$ cat config.mk
export PLATFORM = sky130hd
export DESIGN_NAME = lottery_process_scheduler_unit_flat
export DESIGN_NICKNAME = d
export VERILOG_FILES = /design/src/rtl/lps_pkg.sv /design/src/rtl/lps_if.sv /design/src/rtl/lottery_process_scheduler_unit.sv /design/src/rtl/lps_ram.sv /design/src/rtl/lps_mod.sv /design/src/flat_wrapper.sv
export VERILOG_INCLUDE_DIRS = /design/src /design/src/rtl
export SDC_FILE = /design/constraint.sdc
export NUM_CORES = 1
export LEC_CHECK = 0
export ABC_AREA = 1
export BUFFER_PORTS_ARGS = -buffer_cell sky130_fd_sc_hd__buf_2
export CORE_MARGIN = 4
export CORE_UTILIZATION = 45
export CTS_CLUSTER_SIZE = 20
export DETAILED_ROUTE_END_ITERATION = 8
export PLACE_DENSITY = 0.72
export REMOVE_ABC_BUFFERS = 1
export SLEW_MARGIN = 0
export SYNTH_ARGS = -nofsm -noshare
export SYNTH_HDL_FRONTEND = slang
export SYNTH_SLANG_ARGS = --single-unit
$ cat constraint.sdc
create_clock -name clk -period 5.65 [get_ports clk]
set_input_delay 0.8475 -clock clk [delete_from_list [all_inputs] [get_ports clk]]
set_output_delay 0.8475 -clock clk [all_outputs]
set_load 0.05 [all_outputs]
$ cat src/rtl/assert_macros.svh
// Assertion macros shared by the RTL. Bodies are empty in synthesis builds.
`ifndef ASSERT_MACROS_SVH
`define ASSERT_MACROS_SVH

`ifndef SYNTHESIS

// Same-cycle implication: whenever ante holds, cons holds too.
`define ASSERT_IMPL(label, clk, rst_n, ante, cons, msg) \
  label: assert property (@(posedge clk) disable iff (!rst_n) (ante) |-> (cons)) \
    else $error(msg);

// Next-cycle implication: whenever ante holds, cons holds in the next cycle.
`define ASSERT_NEXT(label, clk, rst_n, ante, cons, msg) \
  label: assert property (@(posedge clk) disable iff (!rst_n) (ante) |=> (cons)) \
    else $error(msg);

`else

`define ASSERT_IMPL(label, clk, rst_n, ante, cons, msg)
`define ASSERT_NEXT(label, clk, rst_n, ante, cons, msg)

`endif

`endif

$ cat src/rtl/lps_pkg.sv
package lps_pkg;

  // Table size default and fixed limits.
  localparam int MAX_PROCS_DEF = 16;
  localparam int MAX_RESULTS   = 16;
  localparam int RES_W         = $clog2(MAX_RESULTS + 1);
  localparam int WEIGHT_MAX    = 3;
  localparam int DRAW_W        = 16;
  localparam int TICK_W        = 16;

  // Command codes.
  localparam logic CMD_LOAD = 1'b0;
  localparam logic CMD_TICK = 1'b1;

  // Configuration register indexes.
  localparam logic [1:0] REG_LOW_WEIGHT    = 2'd0;
  localparam logic [1:0] REG_NORMAL_WEIGHT = 2'd1;
  localparam logic [1:0] REG_HIGH_WEIGHT   = 2'd2;

  // Priority codes.
  localparam logic [1:0] PRIO_LOW     = 2'd0;
  localparam logic [1:0] PRIO_NORMAL  = 2'd1;
  localparam logic [1:0] PRIO_HIGH    = 2'd2;
  localparam logic [1:0] PRIO_UNKNOWN = 2'd3;

  // Result kinds.
  localparam logic [1:0] KIND_SELECTED = 2'd0;
  localparam logic [1:0] KIND_WAITING  = 2'd1;
  localparam logic [1:0] KIND_IDLE     = 2'd2;

  // One process table entry as held in the memory.
  typedef struct packed {
    logic [7:0]        id;
    logic [TICK_W-1:0] arrival;
    logic [15:0]       remaining;
    logic [1:0]        prio;
    logic              done;
  } entry_t;

  // Sequencer states.
  typedef enum logic [2:0] {
    ST_IDLE,
    ST_TOTAL,
    ST_DIVIDE,
    ST_WINNER,
    ST_WRBACK,
    ST_LIST_RD,
    ST_LIST_EV,
    ST_FINISH
  } state_t;

  // An entry takes part once it has arrived and is not finished.
  function automatic logic entry_eligible(entry_t e, logic [TICK_W-1:0] tick);
    return !e.done && (e.arrival <= tick);
  endfunction

  // Tickets an entry holds on the current tick.
  function automatic logic [1:0] entry_tickets(entry_t e, logic [TICK_W-1:0] tick,
                                               logic [1:0] w_low, logic [1:0] w_norm,
                                               logic [1:0] w_high);
    logic [1:0] w;
    case (e.prio)
      PRIO_LOW:    w = w_low;
      PRIO_NORMAL: w = w_norm;
      PRIO_HIGH:   w = w_high;
      default:     w = 2'd0;
    endcase
    return entry_eligible(e, tick) ? w : 2'd0;
  endfunction

endpackage

$ cat src/rtl/lps_if.sv
// Input channel: load commands and scheduling ticks.
interface lps_in_if;
  import lps_pkg::*;
  logic              valid;
  logic              ready;
  logic              command;
  logic [7:0]        process_id;
  logic [TICK_W-1:0] arrival_tick;
  logic [15:0]       run_length;
  logic [1:0]        prio_level;
  logic [DRAW_W-1:0] random_value;

  modport source (output valid, command, process_id, arrival_tick, run_length,
                  prio_level, random_value, input ready);
  modport sink   (input valid, command, process_id, arrival_tick, run_length,
                  prio_level, random_value, output ready);
endinterface

// Result channel: one item per selected, waiting or idle result.
interface lps_out_if;
  import lps_pkg::*;
  logic              valid;
  logic              ready;
  logic [1:0]        kind;
  logic [7:0]        result_id;
  logic [TICK_W-1:0] tick_index;
  logic              last;

  modport source (output valid, kind, result_id, tick_index, last, input ready);
  modport sink   (input valid, kind, result_id, tick_index, last, output ready);
endinterface

// Configuration write channel.
interface lps_cfg_if;
  logic       valid;
  logic       ready;
  logic [1:0] addr;
  logic [1:0] data;

  modport source (output valid, addr, data, input ready);
  modport sink   (input valid, addr, data, output ready);
endinterface

$ cat src/rtl/lottery_process_scheduler_unit.sv
// Load item: no result; the sequencer stays idle, so the next item is taken the cycle after.
// Tick item: the final result follows three walks over the table memory (ticket total,
// winner search, waiting list) and the remainder step; an idle tick ends after the
// ticket total walk.
// Output back-pressure adds stall cycles; the next item is taken once the final result is held.
// Reset (synchronous, rst_n low): empty table, tick counter 1, weights 1, 2 and 3.
`include "assert_macros.svh"

module lottery_process_scheduler_unit import lps_pkg::*; #(
  parameter int MAX_PROCS = MAX_PROCS_DEF
) (
  input  logic       clk,
  input  logic       rst_n,
  lps_in_if.sink     in_ch,
  lps_out_if.source  out_ch,
  lps_cfg_if.sink    cfg_ch
);

  localparam int ADDR_W = (MAX_PROCS > 1) ? $clog2(MAX_PROCS) : 1;
  localparam int CNT_W  = $clog2(MAX_PROCS + 1);
  localparam int TOT_W  = $clog2(WEIGHT_MAX * MAX_PROCS + 1);

  state_t            state_r, state_nxt;
  logic [CNT_W-1:0]  cnt_r, cnt_nxt;
  logic [TICK_W-1:0] tick_r, tick_nxt;
  logic [1:0]        w_low_r, w_norm_r, w_high_r;
  logic [DRAW_W-1:0] rnd_r, rnd_nxt;
  logic [CNT_W-1:0]  addr_r, addr_nxt;
  logic              vld_r, vld_nxt;
  logic [ADDR_W-1:0] eidx_r, eidx_nxt;
  logic [TOT_W-1:0]  total_r, total_nxt;
  logic [TOT_W-1:0]  draw_r, draw_nxt;
  logic [TOT_W-1:0]  base_r, base_nxt;
  logic              found_r, found_nxt;
  logic [ADDR_W-1:0] win_idx_r, win_idx_nxt;
  entry_t            win_e_r, win_e_nxt;
  logic [1:0]        pend_kind_r, pend_kind_nxt;
  logic [7:0]        pend_id_r, pend_id_nxt;
  logic [RES_W-1:0]  n_r, n_nxt;
  logic              out_vld_r, out_vld_nxt;
  logic [1:0]        out_kind_r, out_kind_nxt;
  logic [7:0]        out_id_r, out_id_nxt;
  logic [TICK_W-1:0] out_tick_r, out_tick_nxt;
  logic              out_last_r, out_last_nxt;

  logic              wr_en, rd_en;
  logic [ADDR_W-1:0] wr_addr, rd_addr;
  entry_t            wr_data, rd_e;
  logic              mod_start, mod_done;
  logic [TOT_W-1:0]  mod_rem;
  logic [1:0]        tkt;
  logic              hit, qual, slot_free, in_acc, load_ok;
  entry_t            win_upd;

  // Process table memory.
  lps_ram #(
    .WIDTH ($bits(entry_t)),
    .DEPTH (MAX_PROCS),
    .AW    (ADDR_W)
  ) u_table (
    .clk     (clk),
    .wr_en   (wr_en),
    .wr_addr (wr_addr),
    .wr_data (wr_data),
    .rd_en   (rd_en),
    .rd_addr (rd_addr),
    .rd_data (rd_e)
  );

  // Draw reduction modulo the ticket total.
  lps_mod #(
    .DVD_W (DRAW_W),
    .DVS_W (TOT_W)
  ) u_mod (
    .clk       (clk),
    .rst_n     (rst_n),
    .start     (mod_start),
    .dividend  (rnd_r),
    .divisor   (total_r),
    .done      (mod_done),
    .remainder (mod_rem)
  );

  // Per-entry evaluation of the word just read.
  assign tkt  = entry_tickets(rd_e, tick_r, w_low_r, w_norm_r, w_high_r);
  assign hit  = (draw_r >= base_r) &&
                ((TOT_W+1)'(draw_r) < (TOT_W+1)'(base_r) + (TOT_W+1)'(tkt));
  assign qual = (eidx_r != win_idx_r) && entry_eligible(rd_e, tick_r);

  // An input item is taken only while the sequencer is idle.
  assign in_ch.ready = (state_r == ST_IDLE);

  // The output register can take a new item when empty or being drained.
  assign slot_free = !out_vld_r || out_ch.ready;
  assign in_acc    = in_ch.valid && in_ch.ready;
  assign load_ok   = cnt_r < CNT_W'(MAX_PROCS);

  // Winner after its run is charged one tick.
  always_comb begin
    win_upd           = win_e_r;
    win_upd.remaining = win_e_r.remaining - 16'd1;
    win_upd.done      = (win_e_r.remaining == 16'd1);
  end

  // Sequencer.
  always_comb begin
    state_nxt     = state_r;
    cnt_nxt       = cnt_r;
    tick_nxt      = tick_r;
    rnd_nxt       = rnd_r;
    addr_nxt      = addr_r;
    vld_nxt       = 1'b0;
    eidx_nxt      = eidx_r;
    total_nxt     = total_r;
    draw_nxt      = draw_r;
    base_nxt      = base_r;
    found_nxt     = found_r;
    win_idx_nxt   = win_idx_r;
    win_e_nxt     = win_e_r;
    pend_kind_nxt = pend_kind_r;
    pend_id_nxt   = pend_id_r;
    n_nxt         = n_r;
    out_vld_nxt   = out_vld_r && !out_ch.ready;
    out_kind_nxt  = out_kind_r;
    out_id_nxt    = out_id_r;
    out_tick_nxt  = out_tick_r;
    out_last_nxt  = out_last_r;
    wr_en         = 1'b0;
    wr_addr       = cnt_r[ADDR_W-1:0];
    wr_data       = '0;
    rd_en         = 1'b0;
    rd_addr       = addr_r[ADDR_W-1:0];
    mod_start     = 1'b0;

    unique case (state_r)
      ST_IDLE: begin
        if (in_acc) begin
          if (in_ch.command == CMD_LOAD) begin
            // Append an entry unless the table is full.
            if (load_ok) begin
              wr_en             = 1'b1;
              wr_data.id        = in_ch.process_id;
              wr_data.arrival   = in_ch.arrival_tick;
              wr_data.remaining = in_ch.run_length;
              wr_data.prio      = in_ch.prio_level;
              wr_data.done      = (in_ch.run_length == 16'd0);
              cnt_nxt           = cnt_r + 1'b1;
            end
          end else begin
            rnd_nxt   = in_ch.random_value;
            addr_nxt  = '0;
            total_nxt = '0;
            state_nxt = ST_TOTAL;
          end
        end
      end

      ST_TOTAL: begin
        // Pipelined walk summing the tickets.
        if (addr_r < cnt_r) begin
          rd_en    = 1'b1;
          addr_nxt = addr_r + 1'b1;
          vld_nxt  = 1'b1;
          eidx_nxt = addr_r[ADDR_W-1:0];
        end
        if (vld_r) begin
          total_nxt = total_r + TOT_W'(tkt);
        end
        if (!vld_r && addr_r == cnt_r) begin
          if (total_r == '0) begin
            pend_kind_nxt = KIND_IDLE;
            pend_id_nxt   = 8'd0;
            n_nxt         = RES_W'(1);
            state_nxt     = ST_FINISH;
          end else begin
            mod_start = 1'b1;
            state_nxt = ST_DIVIDE;
          end
        end
      end

      ST_DIVIDE: begin
        if (mod_done) begin
          draw_nxt  = mod_rem;
          addr_nxt  = '0;
          base_nxt  = '0;
          found_nxt = 1'b0;
          state_nxt = ST_WINNER;
        end
      end

      ST_WINNER: begin
        // Pipelined walk for the holder of the drawn ticket.
        if (addr_r < cnt_r) begin
          rd_en    = 1'b1;
          addr_nxt = addr_r + 1'b1;
          vld_nxt  = 1'b1;
          eidx_nxt = addr_r[ADDR_W-1:0];
        end
        if (vld_r && !found_r) begin
          base_nxt = base_r + TOT_W'(tkt);
          if (hit) begin
            found_nxt   = 1'b1;
            win_idx_nxt = eidx_r;
            win_e_nxt   = rd_e;
          end
        end
        if (!vld_r && addr_r == cnt_r) begin
          state_nxt = ST_WRBACK;
        end
      end

      ST_WRBACK: begin
        wr_en         = 1'b1;
        wr_addr       = win_idx_r;
        wr_data       = win_upd;
        pend_kind_nxt = KIND_SELECTED;
        pend_id_nxt   = win_e_r.id;
        n_nxt         = RES_W'(1);
        addr_nxt      = '0;
        state_nxt     = ST_LIST_RD;
      end

      ST_LIST_RD: begin
        if (n_r < RES_W'(MAX_RESULTS) && addr_r < cnt_r) begin
          rd_en     = 1'b1;
          eidx_nxt  = addr_r[ADDR_W-1:0];
          addr_nxt  = addr_r + 1'b1;
          state_nxt = ST_LIST_EV;
        end else begin
          state_nxt = ST_FINISH;
        end
      end

      ST_LIST_EV: begin
        // A new waiting entry releases the held one as a non-final item.
        if (!qual) begin
          state_nxt = ST_LIST_RD;
        end else if (slot_free) begin
          out_vld_nxt   = 1'b1;
          out_kind_nxt  = pend_kind_r;
          out_id_nxt    = pend_id_r;
          out_tick_nxt  = tick_r;
          out_last_nxt  = 1'b0;
          pend_kind_nxt = KIND_WAITING;
          pend_id_nxt   = rd_e.id;
          n_nxt         = n_r + 1'b1;
          state_nxt     = ST_LIST_RD;
        end
      end

      ST_FINISH: begin
        if (slot_free) begin
          out_vld_nxt  = 1'b1;
          out_kind_nxt = pend_kind_r;
          out_id_nxt   = pend_id_r;
          out_tick_nxt = tick_r;
          out_last_nxt = 1'b1;
          if (tick_r != {TICK_W{1'b1}}) begin
            tick_nxt = tick_r + 1'b1;
          end
          state_nxt = ST_IDLE;
        end
      end

      default: begin
        state_nxt = ST_IDLE;
      end
    endcase
  end

  always_ff @(posedge clk) begin
    if (!rst_n) begin
      state_r   <= ST_IDLE;
      cnt_r     <= '0;
      tick_r    <= TICK_W'(1);
      vld_r     <= 1'b0;
      found_r   <= 1'b0;
      n_r       <= '0;
      out_vld_r <= 1'b0;
    end else begin
      state_r   <= state_nxt;
      cnt_r     <= cnt_nxt;
      tick_r    <= tick_nxt;
      vld_r     <= vld_nxt;
      found_r   <= found_nxt;
      n_r       <= n_nxt;
      out_vld_r <= out_vld_nxt;
    end
    rnd_r       <= rnd_nxt;
    addr_r      <= addr_nxt;
    eidx_r      <= eidx_nxt;
    total_r     <= total_nxt;
    draw_r      <= draw_nxt;
    base_r      <= base_nxt;
    win_idx_r   <= win_idx_nxt;
    win_e_r     <= win_e_nxt;
    pend_kind_r <= pend_kind_nxt;
    pend_id_r   <= pend_id_nxt;
    out_kind_r  <= out_kind_nxt;
    out_id_r    <= out_id_nxt;
    out_tick_r  <= out_tick_nxt;
    out_last_r  <= out_last_nxt;
  end

  // Ticket weight registers; writes beyond the last index are dropped.
  assign cfg_ch.ready = 1'b1;

  always_ff @(posedge clk) begin
    if (!rst_n) begin
      w_low_r  <= 2'd1;
      w_norm_r <= 2'd2;
      w_high_r <= 2'd3;
    end else if (cfg_ch.valid) begin
      unique case (cfg_ch.addr)
        REG_LOW_WEIGHT:    w_low_r  <= cfg_ch.data;
        REG_NORMAL_WEIGHT: w_norm_r <= cfg_ch.data;
        REG_HIGH_WEIGHT:   w_high_r <= cfg_ch.data;
        default: begin
        end
      endcase
    end
  end

  // Result channel.
  assign out_ch.valid      = out_vld_r;
  assign out_ch.kind       = out_kind_r;
  assign out_ch.result_id  = out_id_r;
  assign out_ch.tick_index = out_tick_r;
  assign out_ch.last       = out_last_r;

  // The table never holds more entries than it has rows.
  `ASSERT_IMPL(a_cnt_bound, clk, rst_n, 1'b1, cnt_r <= CNT_W'(MAX_PROCS),
    "entry count beyond table size")
  // A load into a table with room grows the count by one.
  `ASSERT_NEXT(a_load_grows, clk, rst_n,
    in_acc && in_ch.command == CMD_LOAD && load_ok, cnt_r == $past(cnt_r) + 1'b1,
    "load did not grow entry count")
  // The reduced draw always lies below the ticket total.
  `ASSERT_IMPL(a_draw_range, clk, rst_n, state_r == ST_WINNER, draw_r < total_r,
    "draw outside ticket range")
  // Write-back only follows a winner search that found a holder.
  `ASSERT_IMPL(a_winner_found, clk, rst_n, state_r == ST_WRBACK, found_r,
    "no winner at write-back")
  // The table is written only on a load or at the winner write-back.
  `ASSERT_IMPL(a_write_slot, clk, rst_n, wr_en,
    state_r == ST_IDLE || state_r == ST_WRBACK, "table write outside load or write-back")

endmodule

$ cat src/rtl/lps_ram.sv
// Simple dual-port RAM: one write port, one read port with registered data.
module lps_ram #(
  parameter int WIDTH = 8,
  parameter int DEPTH = 16,
  parameter int AW    = (DEPTH > 1) ? $clog2(DEPTH) : 1
) (
  input  logic             clk,
  input  logic             wr_en,
  input  logic [AW-1:0]    wr_addr,
  input  logic [WIDTH-1:0] wr_data,
  input  logic             rd_en,
  input  logic [AW-1:0]    rd_addr,
  output logic [WIDTH-1:0] rd_data
);

  logic [WIDTH-1:0] mem [DEPTH];
  logic [WIDTH-1:0] rd_data_r;

  always_ff @(posedge clk) begin
    if (wr_en) begin
      mem[wr_addr] <= wr_data;
    end
    if (rd_en) begin
      rd_data_r <= mem[rd_addr];
    end
  end

  assign rd_data = rd_data_r;

endmodule

$ cat src/rtl/lps_mod.sv
// Restoring remainder unit: one dividend bit per cycle; done rises with the final remainder once the last bit is in.
module lps_mod #(
  parameter int DVD_W = 16,
  parameter int DVS_W = 6
) (
  input  logic             clk,
  input  logic             rst_n,
  input  logic             start,
  input  logic [DVD_W-1:0] dividend,
  input  logic [DVS_W-1:0] divisor,
  output logic             done,
  output logic [DVS_W-1:0] remainder
);

  localparam int STEP_W = (DVD_W > 1) ? $clog2(DVD_W) : 1;

  logic              busy_r, busy_nxt;
  logic              done_r, done_nxt;
  logic [STEP_W-1:0] step_r, step_nxt;
  logic [DVD_W-1:0]  dvd_r, dvd_nxt;
  logic [DVS_W-1:0]  dvs_r, dvs_nxt;
  logic [DVS_W-1:0]  rem_r, rem_nxt;
  logic [DVS_W:0]    trial;

  // Shift the next dividend bit into the partial remainder.
  assign trial = {rem_r, dvd_r[DVD_W-1]};

  always_comb begin
    busy_nxt = busy_r;
    done_nxt = 1'b0;
    step_nxt = step_r;
    dvd_nxt  = dvd_r;
    dvs_nxt  = dvs_r;
    rem_nxt  = rem_r;
    if (start) begin
      busy_nxt = 1'b1;
      step_nxt = '0;
      dvd_nxt  = dividend;
      dvs_nxt  = divisor;
      rem_nxt  = '0;
    end else if (busy_r) begin
      dvd_nxt = {dvd_r[DVD_W-2:0], 1'b0};
      if (trial >= {1'b0, dvs_r}) begin
        rem_nxt = DVS_W'(trial - {1'b0, dvs_r});
      end else begin
        rem_nxt = trial[DVS_W-1:0];
      end
      step_nxt = step_r + 1'b1;
      if (step_r == STEP_W'(DVD_W - 1)) begin
        busy_nxt = 1'b0;
        done_nxt = 1'b1;
      end
    end
  end

  always_ff @(posedge clk) begin
    if (!rst_n) begin
      busy_r <= 1'b0;
      done_r <= 1'b0;
      step_r <= '0;
    end else begin
      busy_r <= busy_nxt;
      done_r <= done_nxt;
      step_r <= step_nxt;
    end
    dvd_r <= dvd_nxt;
    dvs_r <= dvs_nxt;
    rem_r <= rem_nxt;
  end

  assign done      = done_r;
  assign remainder = rem_r;

endmodule
$ cat src/flat_wrapper.sv
// flat-port wrapper written by rule: the top's interface ports become plain ports
module lottery_process_scheduler_unit_flat import lps_pkg::*;
#(
  parameter int MAX_PROCS = MAX_PROCS_DEF
)
  (clk, rst_n, in_ch_valid, in_ch_command, in_ch_process_id, in_ch_arrival_tick, in_ch_run_length, in_ch_prio_level, in_ch_random_value, in_ch_ready, out_ch_valid, out_ch_kind, out_ch_result_id, out_ch_tick_index, out_ch_last, out_ch_ready, cfg_ch_valid, cfg_ch_addr, cfg_ch_data, cfg_ch_ready);
  lps_in_if in_ch_i ();
  lps_out_if out_ch_i ();
  lps_cfg_if cfg_ch_i ();
  input  logic clk;
  input  logic rst_n;
  input wire logic [$bits(in_ch_i.valid)-1:0] in_ch_valid;
  input wire logic [$bits(in_ch_i.command)-1:0] in_ch_command;
  input wire logic [$bits(in_ch_i.process_id)-1:0] in_ch_process_id;
  input wire logic [$bits(in_ch_i.arrival_tick)-1:0] in_ch_arrival_tick;
  input wire logic [$bits(in_ch_i.run_length)-1:0] in_ch_run_length;
  input wire logic [$bits(in_ch_i.prio_level)-1:0] in_ch_prio_level;
  input wire logic [$bits(in_ch_i.random_value)-1:0] in_ch_random_value;
  output wire logic [$bits(in_ch_i.ready)-1:0] in_ch_ready;
  output wire logic [$bits(out_ch_i.valid)-1:0] out_ch_valid;
  output wire logic [$bits(out_ch_i.kind)-1:0] out_ch_kind;
  output wire logic [$bits(out_ch_i.result_id)-1:0] out_ch_result_id;
  output wire logic [$bits(out_ch_i.tick_index)-1:0] out_ch_tick_index;
  output wire logic [$bits(out_ch_i.last)-1:0] out_ch_last;
  input wire logic [$bits(out_ch_i.ready)-1:0] out_ch_ready;
  input wire logic [$bits(cfg_ch_i.valid)-1:0] cfg_ch_valid;
  input wire logic [$bits(cfg_ch_i.addr)-1:0] cfg_ch_addr;
  input wire logic [$bits(cfg_ch_i.data)-1:0] cfg_ch_data;
  output wire logic [$bits(cfg_ch_i.ready)-1:0] cfg_ch_ready;
  assign in_ch_i.valid = in_ch_valid;
  assign in_ch_i.command = in_ch_command;
  assign in_ch_i.process_id = in_ch_process_id;
  assign in_ch_i.arrival_tick = in_ch_arrival_tick;
  assign in_ch_i.run_length = in_ch_run_length;
  assign in_ch_i.prio_level = in_ch_prio_level;
  assign in_ch_i.random_value = in_ch_random_value;
  assign in_ch_ready = in_ch_i.ready;
  assign out_ch_valid = out_ch_i.valid;
  assign out_ch_kind = out_ch_i.kind;
  assign out_ch_result_id = out_ch_i.result_id;
  assign out_ch_tick_index = out_ch_i.tick_index;
  assign out_ch_last = out_ch_i.last;
  assign out_ch_i.ready = out_ch_ready;
  assign cfg_ch_i.valid = cfg_ch_valid;
  assign cfg_ch_i.addr = cfg_ch_addr;
  assign cfg_ch_i.data = cfg_ch_data;
  assign cfg_ch_ready = cfg_ch_i.ready;
  lottery_process_scheduler_unit #(.MAX_PROCS(MAX_PROCS)) u_core (.clk(clk), .rst_n(rst_n), .in_ch(in_ch_i), .out_ch(out_ch_i), .cfg_ch(cfg_ch_i));
endmodule
Yosys cells after proc, flatten, opt, wreduce, memory -nomap -nowiden
Memory sizes are Yosys's and may differ from the RTL's. A register that Yosys moved wholly into a read port is not among the register bits.
Cells that the tools add are included.
- mux-type cells: 88
- equality and inequality tests: 31
- reductions and logical operators: 47
- order comparisons: 7
- add/sub/neg operators: 10
- bitwise operators: 3
- operators by type and width (cell ; count):
    43-bit 2-to-1 mux ; 3
    43-bit case mux with 2 select lines ; 1
    16-bit 2-to-1 mux ; 4
    8-bit 2-to-1 mux ; 6
    5-bit 2-to-1 mux ; 9
    6-bit 2-to-1 mux ; 6
    16-bit case mux with 2 select lines ; 1
    3-bit 2-to-1 mux ; 9
    5-bit case mux with 5 select lines ; 1
    3-bit case mux with 8 select lines ; 1
    6-bit case mux with 2 select lines ; 2
    8-bit case mux with 3 select lines ; 1
    1-bit 2-to-1 mux ; 23
    2-bit by 1-bit inequality test with 1-bit output, second input constant ; 11
    16-bit by 1-bit adder with 16-bit output, second input constant ; 1
    16-bit by 1-bit == test with 1-bit output, second input constant ; 1
    16-bit <= comparator ; 1
    16-bit logical NOT ; 1
    16-bit inequality test, second input constant ; 1
    8-bit case mux with 2 select lines ; 1
    4-bit AND reduction ; 4
    16-bit by 1-bit subtractor with 16-bit output, second input constant ; 1
    5-bit by 1-bit adder with 5-bit output, second input constant ; 3
    5-bit case mux with 3 select lines ; 1
    other kinds (42) ; 93
- bits in registers: 198
- memories kept: 1
- memory bits (writable): 688
- output and inout bits: 30
- bits of input ports: 68
- memories (memory ; words ; width ; read ports ; clocked after memory_dff ; write ports ; line ; source):
    u_core.u_table.mem ; 16 ; 43 ; 1 ; 1 ; 1 ; lps_ram.sv:16 ; logic [WIDTH-1:0] mem [DEPTH];

Logic depth before layout (Yosys ltp)
- depth in word-level cells: 9
- mapped depth: 27
- gate-level depth less buffers: 27

Cells and area by module
From an unflattened synthesis, not the netlist that was laid out.
- cells, all modules: 3858
- area, all modules: 40441.3 sq um
- modules (own cells, without submodules) (module ; area each (sq um) ; cells an instance ; instances):
    lps_ram ; 30670.7 ; 2840 ; 1
    lottery_process_scheduler_unit ; 8006.4 ; 815 ; 1
    lps_mod ; 1764.2 ; 203 ; 1

Least setup slack after synthesis
No wires, ideal clock.
- path kind: flip-flop to flip-flop
- from: reg u_core.tick_r[7]
- to: reg u_core.win_e_r[10] (netlist bit), enable pin
- clock period less this slack: 5.540 ns
- library setup time: 0.449 ns
- arrival time: 5.090 ns
- cell stages (with the launch flop): 23
- path slack: 0.110 ns
- buffers on the path: 0
- required time: 5.201 ns
- cell sequence: dfxtp_1 inv_1 ha_1 a21o_1 nor2_1 nand2_1 nand2_1 nand2_1 nand2_1 nand2_1 a31oi_1 ha_1 inv_1 fa_1 nor2_1 nand2_1 xor2_1 inv_1 ha_1 a21oi_1 o21ai_0 nand3b_1 nor2_1
- word-level cells in the longest chain between the ends: 7
- RTL lines (item ; line ; source):
    from (decl) ; lottery_process_scheduler_unit.sv:25 ; logic [TICK_W-1:0] tick_r, tick_nxt;
    from (signal assigned) ; lottery_process_scheduler_unit.sv:284 ; tick_r <= tick_nxt;
    16-bit <= comparator ; lps_pkg.sv:54 ; return !e.done && (e.arrival <= tick);
    1-bit logical AND ; lps_pkg.sv:54 ;
    2-bit 2-to-1 mux ; lps_pkg.sv:68 ; return entry_eligible(e, tick) ? w : 2'd0;
    6-bit by 2-bit adder with 7-bit output ; lottery_process_scheduler_unit.sv:87 ; ((TOT_W+1)'(draw_r) < (TOT_W+1)'(base_r) + (TOT_W+1)'(tkt));
    6-bit by 7-bit less-than comparator with 1-bit output ; lottery_process_scheduler_unit.sv:87 ;
    1-bit logical AND ; lottery_process_scheduler_unit.sv:86 ; assign hit = (draw_r >= base_r) &&
    3-bit AND reduction (no line) ; -- ;
    to (signal assigned) ; lottery_process_scheduler_unit.sv:297 ; win_e_r <= win_e_nxt;
    to (decl) ; lottery_process_scheduler_unit.sv:36 ; entry_t win_e_r, win_e_nxt;
No other way between the ends.
A chain may end at the register's enable or synchronous reset.

Final worst setup path
- from: reg u_core.tick_r[7]
- to: reg u_core.win_e_r[15] (netlist bit), enable pin
The elaborated chain is that of the path after synthesis.

==> Implementation_results.wiki <==
{| class="wikitable"
! Metric !! Value
|-
| Status || finished, final reports clean
|-
| Worst Setup End Kind || flip-flop
|-
| TritonCTS Buffers || 92
|-
| Final critical delay including setup and external delays || around 4.6 ns
|-
| Clock network latency to the later pin of the worst-skew pair || approximately 0.65 ns
|-
| Reg2Reg Depth || 23
|-
| Top Ports || slightly below 100
|-
| Resized Gates After CTS || 0
|-
| Count of port buffers added during placement || 96
|-
| Antenna violations before repair || 3
|-
| Slew Viols, Final || 0
|-
| Register bit count reported by yosys || 929
|-
| Cell variety after synth || 59
|-
| Pwr Density || approximately 500 mW/mm^2
|-
| Effective utilization at floorplan || 45.6%
|-
| Biggest area contributors in the synthesized netlist || sky130_fd_sc_hd__edfxtp_1 (70%), sky130_fd_sc_hd__nor2_1 (3.8%), sky130_fd_sc_hd__o21ai_0 (3.3%)
|-
| Maximum capacitance violations || 0
|-
| Clock sink count || 929
|-
| Largest net degree at the start of global routing || 263
|-
| Count of buffering cells on the critical path with inverters included || 4
|-
| Leading cell type by number of instances after synthesis || sky130_fd_sc_hd__edfxtp_1
|-
| Startpoint of the most critical setup path || u_core.tick_r[7]
|-
| Hold Slack || 0.387 ns
|-
| Number of optimization iterations in the first detailed-route pass || 6
|-
| Area after detailed placement || 0.0395 sq mm
|-
| Kind of cell with the highest combined delay on the critical path || adder cells
|-
| Root Buffer || sky130_fd_sc_hd__clkbuf_16
|-
| Proportion of layout cells with a drive suffix above 1 || 11.8%
|-
| Clock H-tree levels || 3
|-
| Hold violation total from the final report || 0
|-
| Via count || 23,028
|-
| Unrepaired setup endpoints after global routing || no
|-
| Detailed-route wire length per cell || 21.9 um
|-
| Cts-stage hold buffer count || 0
|-
| Number of global-route vias before repair || 22,180
|-
| Die span in y || between 200 and 300 um
|-
| Clock transition at the register clock pins on the worst setup and hold paths after CTS || 0.06 ns
|-
| Filler cell count || a little under 7,000
|-
| R2r startpoint || u_core.tick_r[7]
|-
| Post-DP HPWL || slightly below 50,000 um
|-
| Sequential element share of the synthesized area || 72.8%
|-
| Number of routed nets with antenna violations || 0
|-
| Placeable core region || 0.0825 sq mm
|-
| Number of vias per cell after detailed routing || 5.77
|-
| Most frequent cells after synthesis || sky130_fd_sc_hd__edfxtp_1 (879), sky130_fd_sc_hd__nor2_1 (376), sky130_fd_sc_hd__o21ai_0 (247)
|-
| GRT Residual Overflow || 0
|-
| Utilization after layout || around half
|-
| CTS max path bufs || 3
|-
| Cell type contributing the most total cell area after synthesis || sky130_fd_sc_hd__edfxtp_1
|-
| Launching element type of the critical path || flip-flop
|-
| Cell Chain, Critical Path || inv_1, ha_1, a21o_1, nor2_1, nand2_1, nand2_1, nand2_1, nand2_1, nand2_1, a31oi_1, ha_1, inv_1, fa_1, nor2_1, nand2_1, xor2_1, inv_1, ha_1, a21oi_1, o21ai_0, nand3b_1, nor2_4, buf_12
|-
| Iteration-0 DRC count of the detailed router || 2,347
|-
| Leakage power summed over all cells || roughly 0.015 uW
|-
| Wirelength, routed || 87,300 um
|-
| Reg2reg setup slack || 1.09 ns
|-
| Post-CTS Setup Bufs || 0
|-
| Critical path endpoint || u_core.win_e_r[15]
|-
| ANT cells || 0
|-
| CTS tree || built
|-
| Worst Path Required || 5.94 ns
|-
| Final setup vio count || 0
|-
| Kind of critical path || reg -> reg
|-
| Design area || 0.0425 sq mm
|-
| Worst Tran Pin Value || 1.21 ns
|-
| Overall die area || 0.0883 sq mm
|-
| Maximum fanout along the worst path || 46
|-
| Timing-limited maximum frequency || 0.219 GHz
|-
| Highest ir drop seen on vdd || 0.000618 V
|-
| Cells after synthesis || ~2,800
|-
| Area overhead of the layout relative to synthesis || 13.0%
|-
| Wire length of the first global-routing pass || 132,000 um
|-
| Routability congestion estimate from global placement || roughly 0.81
|-
| Max-slew headroom || a little under a fifth
|-
| DRC violations left || 0
|-
| Number of gates on the worst path with buffers counted || 23
|-
| Nets || between 2,000 and 3,000
|-
| Total global routing track utilization || 19.2%
|-
| Horiz. Die Dim || 297 um
|-
| Worst stage delay on the critical path || roughly 0.43 ns
|-
| Syn Area/Cell || 13.6 sq um
|-
| Synthesized area || 0.0376 sq mm
|-
| Top flip-flop cell by instance count after synthesis || sky130_fd_sc_hd__edfxtp_1
|-
| Total Power || 21,200 uW
|-
| Area fraction of the dominant cell type after synthesis || 70.1%
|-
| Most frequent cell on the critical path || sky130_fd_sc_hd__nand2_1
|-
| Class of the worst hold path || in -> reg
|-
| Final cycle utilization of the critical path || 80.7%
|-
| Yosys warning total || 0
|-
| Post-synthesis async set-or-reset flop share || 0%
|-
| FF-to-FF End || u_core.win_e_r[15]
|-
| Cell type of the slowest stage on the worst timing path || sky130_fd_sc_hd__dfxtp_1
|-
| Number of placement rows || roughly 110
|-
| Skew final || 0.0328 ns
|-
| Worst Path Arrival || 4.85 ns
|-
| EDFF count, synth || 879
|}
-- kinds of logic (layout without fill, tap and decap cells) --
group	count (synthesis)	in the layout	share of synthesized area (%)
fa+ha+maj	52	52	1.79
mux	117	117	3.11
buf+inv	296	460	3.14
simple gates	770	770	8.68
compound gates	574	574	10.0
flops	929	929	72.8
other cells	1	1	0.00996
xor+xnor	20	20	0.465
-- area by class of cell --
type | count | area, sq um | share of cell area [%]
Timing Repair Buffer | 149 | 1040 | 2.45
Clock buffer | 112 | 2450 | 5.76
Inverter | 144 | 547 | 1.29
Clock inverter | 55 | 538 | 1.27
Multi-Input combinational cell | 1534 | 9210 | 21.7
Tap cell | 1070 | 1340 | 3.15
Sequential cell | 929 | 27400 | 64.4
-- registers in the layout, summed over array words and instances (netlist names), 5 cells and up --
| name | flops |
|---|---|
| u_core.win_e_r | 42 |
| u_core.out_ch.result_id | 8 |
| u_core.tick_r | 16 |
| u_core.base_r | 6 |
| u_core.n_r | 5 |
| u_core.total_r | 6 |
| u_core.u_mod.remainder | 6 |
| u_core.u_mod.dvs_r | 6 |
| u_core.draw_r | 6 |
| u_core.u_table.rd_data | 43 |
| u_core.addr_r | 5 |
| u_core.out_ch.tick_index | 16 |
| u_core.pend_id_r | 8 |
| u_core.u_table.mem | 688 |
| u_core.u_mod.dvd_r | 16 |
| u_core.cnt_r | 5 |
| u_core.rnd_r | 16 |
-- metrics by stage --
stage | TNS, ns | setup WS, ns | cells
after CTS | 0 | 1.09 | 3993
after floorplan | -1793.54 | -11.35 | 2607
after detailed placement | 0 | 1.14 | 3826
after global routing | 0 | 0.693 | 3993
after global placement | 0 | 1.28 | 3826
final | 0 | 1.09 | 3993
-- layer usage --
metal / wire [um] / vias up / GRT usage [%]
met2: 41800 / 1003 / 31.5
met5: 0 / - / 0
met3: 7340 / 146 / 3.69
met1: 36100 / 11344 / 26.4
met4: 2100 / 0 / 5.33
li1: - / 10535 / -
-- power by group --
group / switching [uW] / internal [uW] / leakage (uW)
clock network: 2540 / 3500 / 0.00146
logic: 4290 / 1700 / 0.00463
registers: 251 / 8890 / 0.00848
-- worst min path at each step --
stage                                    start                         end  cells past startpoint
finish                   in_ch_random_value[6]             u_core.rnd_r[6]                      1
global route             in_ch_random_value[6]             u_core.rnd_r[6]                      1
CTS                     in_ch_random_value[11]            u_core.rnd_r[11]                      1
detailed placement         u_core.pend_id_r[3]  u_core.out_ch.result_id[3]                      0
global placement    u_core.u_table.rd_data[16]          u_core.win_e_r[16]                      0
floorplan                u_core.pend_kind_r[0]       u_core.out_ch.kind[0]                      0
-- cells in the final DEF (no fill, tap or decap), types with 4 or more instances in the layout --
cell type and count:
sky130_fd_sc_hd__nand3b_1 4, sky130_fd_sc_hd__o221ai_1 118, sky130_fd_sc_hd__xnor2_1 9, sky130_fd_sc_hd__nor2_1 358, sky130_fd_sc_hd__ha_1 49, sky130_fd_sc_hd__inv_1 130
sky130_fd_sc_hd__o22ai_1 16, sky130_fd_sc_hd__mux2i_1 117, sky130_fd_sc_hd__o21ai_0 245, sky130_fd_sc_hd__clkinv_1 20, sky130_fd_sc_hd__o32ai_1 46, sky130_fd_sc_hd__nand3_1 87
sky130_fd_sc_hd__nand2_1 228, sky130_fd_sc_hd__a21oi_1 59, sky130_fd_sc_hd__bufinv_16 9, sky130_fd_sc_hd__clkinv_2 19, sky130_fd_sc_hd__buf_12 13, sky130_fd_sc_hd__clkinvlp_4 5
sky130_fd_sc_hd__dfxtp_1 50, sky130_fd_sc_hd__o211ai_1 49, sky130_fd_sc_hd__nand4_1 18, sky130_fd_sc_hd__or2_2 7, sky130_fd_sc_hd__nor2_4 24, sky130_fd_sc_hd__edfxtp_1 879
sky130_fd_sc_hd__a22o_1 18, sky130_fd_sc_hd__buf_4 40, sky130_fd_sc_hd__buf_2 96, sky130_fd_sc_hd__clkbuf_16 94, sky130_fd_sc_hd__nor3_1 20, sky130_fd_sc_hd__nor4_1 5
sky130_fd_sc_hd__inv_6 4, sky130_fd_sc_hd__inv_2 10, sky130_fd_sc_hd__clkbuf_1 15, sky130_fd_sc_hd__xor2_1 11, sky130_fd_sc_hd__o21ai_1 4
(Power assumes the default switching activity.)
